**src/deq_pkg.sv**
```systemverilog
// Shared types and codes for the double-ended queue.
package deq_pkg;

  localparam int DEPTH_DEF       = 16;
  localparam int DATA_WIDTH_DEF  = 32;
  localparam int CMD_W           = 3;
  localparam int WORD_W          = 32;
  localparam int STATUS_W        = 2;
  localparam int OUT_COUNT_W     = 5;

  localparam logic [CMD_W-1:0] CMD_PUSH_FRONT = 3'd0;
  localparam logic [CMD_W-1:0] CMD_PUSH_BACK  = 3'd1;
  localparam logic [CMD_W-1:0] CMD_POP_FRONT  = 3'd2;
  localparam logic [CMD_W-1:0] CMD_POP_BACK   = 3'd3;
  localparam logic [CMD_W-1:0] CMD_PEEK_FRONT = 3'd4;
  localparam logic [CMD_W-1:0] CMD_PEEK_BACK  = 3'd5;

  localparam logic [STATUS_W-1:0] STATUS_OK    = 2'd0;
  localparam logic [STATUS_W-1:0] STATUS_EMPTY = 2'd1;
  localparam logic [STATUS_W-1:0] STATUS_FULL  = 2'd2;

  typedef struct packed {
    logic [CMD_W-1:0]         cmd;
    logic signed [WORD_W-1:0] data_in;
  } in_word_t;

  typedef struct packed {
    logic signed [WORD_W-1:0] data_out;
    logic [STATUS_W-1:0]      status;
    logic [OUT_COUNT_W-1:0]   entry_count;
  } out_word_t;

  // Commands from the controller to the datapath.
  typedef struct packed {
    logic take;
    logic capture;
  } dp_cmd_t;

  // Status from the datapath to the controller.
  typedef struct packed {
    logic needs_read;
  } dp_stat_t;

endpackage

```
**src/deq_ram.sv**
```systemverilog
// Generic single-port-write, single-port-read RAM with registered read data.
module deq_ram #(
  parameter int WIDTH = deq_pkg::DATA_WIDTH_DEF,
  parameter int DEPTH = deq_pkg::DEPTH_DEF
) (
  input  logic                     clk,
  input  logic                     wr_en,
  input  logic [$clog2(DEPTH)-1:0] wr_addr,
  input  logic [WIDTH-1:0]         wr_data,
  input  logic                     rd_en,
  input  logic [$clog2(DEPTH)-1:0] rd_addr,
  output logic [WIDTH-1:0]         rd_data
);

  logic [WIDTH-1:0] mem [DEPTH];
  logic [WIDTH-1:0] rd_data_r;

  always_ff @(posedge clk) begin
    if (wr_en) begin
      mem[wr_addr] <= wr_data;
    end
    if (rd_en) begin
      rd_data_r <= mem[rd_addr];
    end
  end

  assign rd_data = rd_data_r;

endmodule

```
**src/deq_datapath.sv**
```systemverilog
// Ring-buffer pointers, entry count, storage and result register of the queue.
module deq_datapath #(
  parameter int DEPTH      = deq_pkg::DEPTH_DEF,
  parameter int DATA_WIDTH = deq_pkg::DATA_WIDTH_DEF
) (
  input  logic               clk,
  input  logic               rst_n,
  input  deq_pkg::in_word_t  in_word,
  input  deq_pkg::dp_cmd_t   ctl,
  output deq_pkg::dp_stat_t  stat,
  output deq_pkg::out_word_t out_word
);

  localparam int AW = $clog2(DEPTH);
  localparam int CW = $clog2(DEPTH + 1);
  localparam logic [AW-1:0] LAST_IDX = AW'(DEPTH - 1);
  localparam logic [CW-1:0] FULL_CNT = CW'(DEPTH);

  logic [AW-1:0] front_r, front_nxt;
  logic [AW-1:0] back_r, back_nxt;
  logic [CW-1:0] count_r, count_nxt;
  logic [AW-1:0] front_up, front_dn, back_up, back_dn;

  logic signed [deq_pkg::WORD_W-1:0] data_out_r, data_out_nxt;
  logic [deq_pkg::STATUS_W-1:0]      status_r, status_nxt;
  logic [deq_pkg::OUT_COUNT_W-1:0]   ecount_r, ecount_nxt;

  logic                  wr_en, rd_en, needs_read;
  logic [AW-1:0]         wr_addr, rd_addr;
  logic [DATA_WIDTH-1:0] wr_data, rd_data;
  logic                  held_none, is_full;

  logic signed [63:0] rd_wide;

  assign front_up = (front_r == LAST_IDX) ? '0 : front_r + AW'(1);
  assign front_dn = (front_r == '0) ? LAST_IDX : front_r - AW'(1);
  assign back_up  = (back_r == LAST_IDX) ? '0 : back_r + AW'(1);
  assign back_dn  = (back_r == '0) ? LAST_IDX : back_r - AW'(1);

  assign held_none = (count_r == '0);
  assign is_full   = (count_r == FULL_CNT);

  // Only the low DATA_WIDTH bits of the pushed word are kept.
  assign wr_data = DATA_WIDTH'($unsigned(in_word.data_in));

  always_comb begin
    front_nxt    = front_r;
    back_nxt     = back_r;
    count_nxt    = count_r;
    wr_en        = 1'b0;
    wr_addr      = back_r;
    rd_addr      = front_r;
    needs_read   = 1'b0;
    data_out_nxt = '0;
    status_nxt   = deq_pkg::STATUS_OK;
    case (in_word.cmd)
      deq_pkg::CMD_PUSH_FRONT: begin
        if (is_full) begin
          status_nxt = deq_pkg::STATUS_FULL;
        end else begin
          front_nxt = front_dn;
          wr_addr   = front_dn;
          wr_en     = 1'b1;
          count_nxt = count_r + CW'(1);
        end
      end
      deq_pkg::CMD_PUSH_BACK: begin
        if (is_full) begin
          status_nxt = deq_pkg::STATUS_FULL;
        end else begin
          back_nxt  = back_up;
          wr_addr   = back_r;
          wr_en     = 1'b1;
          count_nxt = count_r + CW'(1);
        end
      end
      deq_pkg::CMD_POP_FRONT: begin
        if (!held_none) begin
          rd_addr    = front_r;
          needs_read = 1'b1;
          front_nxt  = front_up;
          count_nxt  = count_r - CW'(1);
        end
      end
      deq_pkg::CMD_POP_BACK: begin
        if (!held_none) begin
          rd_addr    = back_dn;
          needs_read = 1'b1;
          back_nxt   = back_dn;
          count_nxt  = count_r - CW'(1);
        end
      end
      deq_pkg::CMD_PEEK_FRONT: begin
        rd_addr    = front_r;
        needs_read = !held_none;
      end
      deq_pkg::CMD_PEEK_BACK: begin
        rd_addr    = back_dn;
        needs_read = !held_none;
      end
      default: begin
      end
    endcase
    // Pops and peeks on an empty queue answer -1 with the empty status.
    if (in_word.cmd inside {deq_pkg::CMD_POP_FRONT, deq_pkg::CMD_POP_BACK,
                            deq_pkg::CMD_PEEK_FRONT, deq_pkg::CMD_PEEK_BACK}
        && held_none) begin
      status_nxt   = deq_pkg::STATUS_EMPTY;
      data_out_nxt = -32'sd1;
    end
    ecount_nxt = deq_pkg::OUT_COUNT_W'(count_nxt);
  end

  assign stat.needs_read = needs_read;
  assign rd_en           = ctl.take && needs_read;

  deq_ram #(
    .WIDTH (DATA_WIDTH),
    .DEPTH (DEPTH)
  ) u_store (
    .clk     (clk),
    .wr_en   (ctl.take && wr_en),
    .wr_addr (wr_addr),
    .wr_data (wr_data),
    .rd_en   (rd_en),
    .rd_addr (rd_addr),
    .rd_data (rd_data)
  );

  // Stored words are sign-extended from DATA_WIDTH bits on the way out.
  assign rd_wide = 64'($signed(rd_data));

  always_ff @(posedge clk) begin
    if (!rst_n) begin
      front_r <= '0;
      back_r  <= '0;
      count_r <= '0;
    end else if (ctl.take) begin
      front_r <= front_nxt;
      back_r  <= back_nxt;
      count_r <= count_nxt;
    end
  end

  always_ff @(posedge clk) begin
    if (ctl.take) begin
      data_out_r <= data_out_nxt;
      status_r   <= status_nxt;
      ecount_r   <= ecount_nxt;
    end else if (ctl.capture) begin
      data_out_r <= rd_wide[deq_pkg::WORD_W-1:0];
    end
  end

  assign out_word.data_out    = data_out_r;
  assign out_word.status      = status_r;
  assign out_word.entry_count = ecount_r;

endmodule

```
**src/deq_ctrl.sv**
```systemverilog
// Controller state machine that sequences one command through the datapath.
module deq_ctrl (
  input  logic              clk,
  input  logic              rst_n,
  input  logic              in_valid,
  output logic              in_ready,
  output logic              out_valid,
  input  logic              out_ready,
  input  deq_pkg::dp_stat_t stat,
  output deq_pkg::dp_cmd_t  ctl
);

  typedef enum logic [1:0] {
    ST_IDLE,
    ST_READ,
    ST_RESP
  } state_t;

  state_t state_r, state_nxt;
  logic   out_valid_r, out_valid_nxt;
  logic   take;

  assign in_ready    = (state_r == ST_IDLE);
  assign take        = in_valid && in_ready;
  assign ctl.take    = take;
  assign ctl.capture = (state_r == ST_READ);

  always_comb begin
    state_nxt     = state_r;
    out_valid_nxt = out_valid_r;
    case (state_r)
      ST_IDLE: begin
        if (take) begin
          if (stat.needs_read) begin
            state_nxt = ST_READ;
          end else begin
            state_nxt     = ST_RESP;
            out_valid_nxt = 1'b1;
          end
        end
      end
      ST_READ: begin
        // The registered RAM word is captured into the result this cycle.
        state_nxt     = ST_RESP;
        out_valid_nxt = 1'b1;
      end
      ST_RESP: begin
        if (out_ready) begin
          state_nxt     = ST_IDLE;
          out_valid_nxt = 1'b0;
        end
      end
      default: begin
        state_nxt     = ST_IDLE;
        out_valid_nxt = 1'b0;
      end
    endcase
  end

  always_ff @(posedge clk) begin
    if (!rst_n) begin
      state_r     <= ST_IDLE;
      out_valid_r <= 1'b0;
    end else begin
      state_r     <= state_nxt;
      out_valid_r <= out_valid_nxt;
    end
  end

  assign out_valid = out_valid_r;

endmodule

```
**src/double_ended_queue.sv**
```systemverilog
// Timing: a push, an ignored code, or a pop or peek on an empty queue shows its word in the
// cycle after acceptance; a pop or peek that reads the store passes the RAM read register
// and then the result register. A new command is accepted only once the last word is taken.
// Reset (synchronous, rst_n low): front and back pointers and the entry count go to zero and
// no result is pending; the store's contents are not cleared and are only read once written.
// Top level of the double-ended queue: controller, datapath and storage.
module double_ended_queue #(
  parameter int DEPTH      = deq_pkg::DEPTH_DEF,
  parameter int DATA_WIDTH = deq_pkg::DATA_WIDTH_DEF
) (
  input  logic               clk,
  input  logic               rst_n,
  input  logic               in_valid,
  output logic               in_ready,
  input  deq_pkg::in_word_t  in_word,
  output logic               out_valid,
  input  logic               out_ready,
  output deq_pkg::out_word_t out_word
);

  deq_pkg::dp_cmd_t  ctl;
  deq_pkg::dp_stat_t stat;

  deq_ctrl u_ctrl (
    .clk       (clk),
    .rst_n     (rst_n),
    .in_valid  (in_valid),
    .in_ready  (in_ready),
    .out_valid (out_valid),
    .out_ready (out_ready),
    .stat      (stat),
    .ctl       (ctl)
  );

  deq_datapath #(
    .DEPTH      (DEPTH),
    .DATA_WIDTH (DATA_WIDTH)
  ) u_datapath (
    .clk      (clk),
    .rst_n    (rst_n),
    .in_word  (in_word),
    .ctl      (ctl),
    .stat     (stat),
    .out_word (out_word)
  );

endmodule
```
**config.mk**
```make
export PLATFORM = sky130hd
export DESIGN_NAME = double_ended_queue
export DESIGN_NICKNAME = d
export VERILOG_FILES = /design/src/deq_pkg.sv /design/src/deq_ram.sv /design/src/deq_datapath.sv /design/src/deq_ctrl.sv /design/src/double_ended_queue.sv
export SDC_FILE = /design/constraint.sdc
export NUM_CORES = 1
export LEC_CHECK = 0
export BUFFER_PORTS_ARGS = -buffer_cell sky130_fd_sc_hd__buf_2
export CAP_MARGIN = 20
export CORE_MARGIN = 1
export CORE_UTILIZATION = 47
export DETAILED_ROUTE_END_ITERATION = 8
export GPL_TIMING_DRIVEN = 0
export SKIP_LAST_GASP = 1
export SLEW_MARGIN = 0
export SYNTH_ARGS = -nofsm -noshare
export SYNTH_HDL_FRONTEND = slang
export SYNTH_HIERARCHICAL = 1
export SYNTH_SLANG_ARGS = --single-unit
```
**constraint.sdc**
```tcl
create_clock -name clk -period 11.4 [get_ports clk]
set_clock_uncertainty 0.2 [all_clocks]
set_input_delay 0.57 -clock clk [delete_from_list [all_inputs] [get_ports clk]]
set_output_delay 0.57 -clock clk [all_outputs]
set_load 0.05 [all_outputs]
```
* Word-level counts from Yosys, hierarchy flattened
Memory sizes are Yosys's and may differ from the RTL's. A register that Yosys moved wholly into a read port is not among the register bits.
Index checks and enable logic that the tools add are counted.
** Storage, ports and cells
- Register bits :: 55
- Bits in writable memories :: 512
- Output and inout port bits :: 41
- Memories :: 1
** Cells by class
- Add/subtract/negate cells :: 6
- Equality and inequality tests :: 17
- Multiplexer cells :: 36
- Bitwise operators :: 1
- Reduce and logical (&&, ||, !) cells :: 22
** Memory list
- u_datapath.u_store.mem :: words 16, bits a word 32, rd ports 1, clocked after memory_dff 1, write ports 1, RTL line deq_ram.sv:15 : logic [WIDTH-1:0] mem [DEPTH];
** Operators with widths (number)
- $mux W32 :: 3
- $mux W4 :: 11
- $pmux W4 S2 :: 3
- $ne A2 B2 Y1 const B :: 7
- $mux W5 :: 2
- $pmux W5 S2 :: 1
- $mux W1 :: 9
- $add A4 B1 Y4 const B :: 2
- $eq A4 B4 Y1 const B :: 2
- $logic_not A4 Y1 :: 2
- $mux W2 :: 4
- $reduce_and A4 Y1 :: 2
- $reduce_or A2 Y1 :: 4
- $sub A4 B1 Y4 const B :: 2
- $eq A3 B2 Y1 const B :: 2
- $eq A3 B3 Y1 const B :: 2
- $pmux W2 S3 :: 1
- $reduce_bool A2 Y1 :: 3
- $add A5 B1 Y5 const B :: 1
- $eq A5 B5 Y1 const B :: 1
- $logic_not A5 Y1 :: 1
- $sub A5 B1 Y5 const B :: 1
- $logic_and A1 B1 Y1 :: 4
- $reduce_bool A4 Y1 :: 1
- other kinds (11) :: 11

* Depth between registers and ports, before layout
- Word-level depth :: 6
- Mapped depth :: 12
- Depth with buffers taken out :: 10

* Cells and area by module
The synthesis kept the hierarchy.
** By module, submodules not included
- deq_ram :: times used 1, cells an instance 838, area each 20155.6 sq um
- deq_datapath :: times used 1, cells an instance 296, area each 2811.4 sq um
- deq_ctrl :: times used 1, cells an instance 14, area each 138.9 sq um

* Worst setup path after synthesis
Ideal clock, no wire load.
- Kind :: register to register
- Start point :: reg u_ctrl.state_r[0]
- End point :: mem u_datapath/u_store/mem[0][0] (netlist bit) (enable)
- Arrival time :: 4.633 ns
- Required time :: 10.739 ns
- Slack :: 6.106 ns
- Stages on the path, launching flop included :: 8
- Path buffers :: 2
- Clock period less this slack :: 5.294 ns
- Cells stage by stage :: dfxtp_1 > nor2_1 > and2_1 > buf_4 > clkbuf_1 > and3_1 > or3b_2 > nor3_1
** Between the ends
- Cells in the longest elaborated chain, start to end :: 5
** RTL lines
- from (decl) :: RTL line deq_ctrl.sv:19 : state_t state_r, state_nxt;
- from (signal assigned) :: RTL line deq_ctrl.sv:65 : state_r <= state_nxt;
- $logic_not A2 Y1 :: RTL line deq_ctrl.sv:23 : assign in_ready = (state_r == ST_IDLE);
- via in_ready :: RTL line double_ended_queue.sv:14 : output logic in_ready,
- $logic_and A1 B1 Y1 :: RTL line deq_ctrl.sv:24 : assign take = in_valid && in_ready;
- via u_ctrl.take :: RTL line deq_ctrl.sv:21 : logic take;
- $logic_and A1 B1 Y1 :: RTL line deq_datapath.sv:122 : .wr_en (ctl.take && wr_en),
- $mux W1 :: RTL line deq_ram.sv:19 : if (wr_en) begin
- $mux W1 (implied by the code) :: RTL line deq_ram.sv:20 : mem[wr_addr] <= wr_data;
- to (decl) :: RTL line deq_ram.sv:15
The timed path passes the listed nets, and every way through them passes these cells.

* Worst setup path after layout
- Start point :: reg u_datapath.count_r[0]
- End point :: mem u_datapath/u_store/mem[3][8] (netlist bit) (enable)
** Between the ends
- Elaborated cells on any way between the ends :: 8
** RTL lines
- from (decl) :: RTL line deq_datapath.sv:21 : logic [CW-1:0] count_r, count_nxt;
- from (signal assigned) :: RTL line deq_datapath.sv:141 : count_r <= count_nxt;
- $eq A5 B5 Y1 :: RTL line deq_datapath.sv:41 : assign is_full = (count_r == FULL_CNT);
- $mux W4 :: RTL line deq_datapath.sv:58 : if (is_full) begin
- $mux W4
- via u_datapath.wr_addr[1] :: RTL line deq_datapath.sv:29 : logic [AW-1:0] wr_addr, rd_addr;
The timed path passes the listed nets, and every way through them passes these cells.

==> impl_metrics.toml <==
[outcome]
status = "completed"

[cts]
postCtsSetupBuffers = 0
cts_hold_buf = 0
numCtsBuffers = 60
cts_tree = "done"
cts_resized = 0
path_clk_slew_ns = 0.06
clock-root-buffer = "clkbuf_16"
cts_sinks = 599
worstSkewPairLatency_ns = 0.62
htree_levels = 2
cts_buffer_depth = 3

[power]
p_clk_frac = 0.413
net-switching-power_w = 0.001066
power.leakage_nw = 8.730
vdd_drop_max_mv = 0.1220
cellPowerDensity_nw_per_um2 = 179.8
p_int_w = 0.003775
switching_share = 0.2203
finalPower_w = 0.004841
pwr-share-comb = 0.079
power_frac_seq = 0.508

[floorplan]
die_area_um2 = 50050
die_x_um = 223.7
coreArea_um2 = 48150
fp.dieH_um = 223.7
start_util = 0.4799
io_pins = 80
rows = 80

[worst_setup_path]
crit_path_cell_trace = "inv_1 -> ha_1 -> nand4bb_1 -> nand3_1 -> o21ai_0 -> nand2_1 -> nor2_4 -> buf_16"
cpPeakStageDelay_ns = 0.83
worst-path-max-fanout = 17
cp.arrival_ns = 4.41
crit_type = "reg -> reg"
end_kind = "flop"
cp_slowest_cell = "o21ai_0"
startpoint_type = "flop"
required_ns = 11.51

[final_layout]
drive_above_1_share = 0.2783
fin_nets = 1368
syn_to_final_growth_pct = 16.50
n_antenna_cell = 0
stdcell_count = 2025

[job]
cap_violations = 0

[yosys]
seq_area_frac_synth = 0.7715
netlist_instances = 1148
synthesis.nets = 1196
yosys.area_share.simple = 0.02924
synth_top_family_by_area = "multiplexers"
syn_avg_cell_area_um2 = 20.13
synth_edf_count = 583
synth-seq-cells = 599
synth_flop_cell = "edfxtp_1"
synth_compound_area_frac = 0.04652
synth_area_um2 = 23110
synthArstFlopShare = 0
synth_warnings = 6
synth_xor_area_frac = 0.002274
synth_cell_type_count = 57
synthAdderAreaFrac = 0.004874
synthMuxAreaShare = 0.1267

[sta]
holdWs_ns = 0.04430
period_needed_ns = 4.303
relSlewSlack = 0.3281
fin_tns_setup_ns = 0
fin_crit_sh = 0.3774
rsz0062_at_grt = "no"
tightest_slew_ns = 1.008
hold_viol = 0
fmax_mhz = 232.4
slew_violations = 0
setup_violations = 0

[drt]
vias = 11450
ant_nets = 0
first_iter_violations = 977
drt_first_pass_iters = 5
drc_errors = 0
drt-total-wl_mm = 50.07
wl_per_cell_um = 24.73
viasPerCell = 5.655

[global_route]
grt_overflow = 0
grt_util_all_layers = 0.2064
grt_max_degree = 33
grt_pass1_vias = 11710
grt_pass1_wl_mm = 74.80
antenna_found_initial = 1

[placement]
place.gp.congestion = 0.8185
io_buffers = 79
hpwl_mm = 31.82
place_inst = 1914

[worst_hold_path]
hp-class = "in -> reg"
==> placed cells by master, fill, tap and decap left out, types with 10 or more instances in the layout <==
cell and count:
a21oi_1 17, a22oi_1 65, buf_1 10, buf_12 10, buf_2 89, buf_4 13
buf_6 14, clkbuf_1 33, clkbuf_16 62, clkinv_1 13, clkinv_2 18, dfxtp_1 16
edfxtp_1 583, inv_1 46, mux4_2 128, nand2_1 52, nor2_1 23, nor2_4 12
o21ai_0 52
==> routing by layer <==
layer  track usage  up-vias  share of wire
met2        0.3412      305           0.50
li1              -     5059              -
met5             0        -        0.00018
met3       0.03515       79          0.048
met4       0.05722        2          0.022
met1        0.2851     6007           0.43
==> worst paths after layout <==
check                                            to  slack [ns]                          startpoint  depth (start not counted)
max          u_datapath/u_store/mem[3][8]$_DFFE_PP_        7.10  u_datapath/count_r[0]$_SDFFE_PN0P_                          8
min                  u_ctrl/state_r[1]$_SDFFE_PN0P_        0.04                               rst_n                          2
max reg2reg  u_datapath/u_store/mem[3][8]$_DFFE_PP_        7.10  u_datapath/count_r[0]$_SDFFE_PN0P_                          8
min reg2reg      u_datapath/front_r[2]$_SDFFE_PN0P_        0.34  u_datapath/front_r[2]$_SDFFE_PN0P_                          2
==> critical path, delay by kind of cell (launching register included) <==
family                   cells  cell delay (ns)
buffers and inverters        2             0.38
AO/OA/AOI/OAI                1             0.83
flip-flops                   1             0.46
adder cells (fa/ha/maj)      1             0.28
AND/OR/NAND/NOR              4             1.82
==> power by group through the flow <==
stage	Clock [W]	Combinational, W	Sequential, W
2_1_floorplan	0	0.000206	0.00255
3_3_place_gp	0	0.000375	0.00251
6_report	0.00200	0.000381	0.00246
5_1_grt	0.00212	0.000411	0.00246
4_1_cts	0.00205	0.000387	0.00246
3_5_place_dp	0	0.000386	0.00251
==> cell families after synthesis <==
kind of cell / after synthesis
and+or+nand+nor: 137
DFF: 599
xor gates and xnor gates: 6
adders and majority gates: 9
muxes: 132
buffers and inverters: 103
AOI/OAI and AO/OA: 162
==> registers in the layout, summed over array words and instances (netlist names), 2 cells and up <==
register	cells
u_ctrl/state_r	2
u_datapath/data_out_r	32
u_datapath/back_r	4
u_datapath/u_store/mem	512
u_datapath/front_r	4
u_datapath/status_r	2
u_datapath/ecount_r	5
u_datapath/count_r	5
u_datapath/u_store/rd_data	32
==> cells in the mapped netlist (4+ instances only) <==
cell type	count	area share
nand2b_1	4	0.0011
mux4_2	128	0.12
buf_2	10	0.0022
nor2b_1	4	0.0011
xor2_1	4	0.0015
edfxtp_1	583	0.76
and2_1	4	0.0011
buf_4	10	0.0032
o21ai_0	52	0.011
nand3_1	6	0.0013
nor3_1	11	0.0024
nand3b_1	4	0.0013
buf_1	10	0.0016
nand2_1	52	0.0084
dfxtp_1	16	0.014
a21oi_1	17	0.0037
nor2_1	35	0.0057
ha_1	9	0.0049
a22oi_1	65	0.021
inv_1	46	0.0075
clkbuf_1	27	0.0044
==> per-stage QoR <==
stage	cell area [um^2]	util	setup slack, ns
floorplan	23110	-	6.106
global placement	24320	0.5052	3.609
detailed placement	24900	0.5172	7.130
CTS	26920	0.5591	7.093
global route	26920	0.5591	6.805
finish	26920	0.5591	7.097
==> cell type report <==
type | count | area [um^2]
fill | 3608 | 21230
sequential | 599 | 17830
clock inverter | 43 | 441.7
timing repair buffer | 110 | 860.8
inverter | 46 | 172.7
tap | 656 | 820.8
clock buffer | 68 | 1574
multi-input combinational | 446 | 4957
buffer | 57 | 264.0
Note: power is estimated with default switching activity, not from simulation.
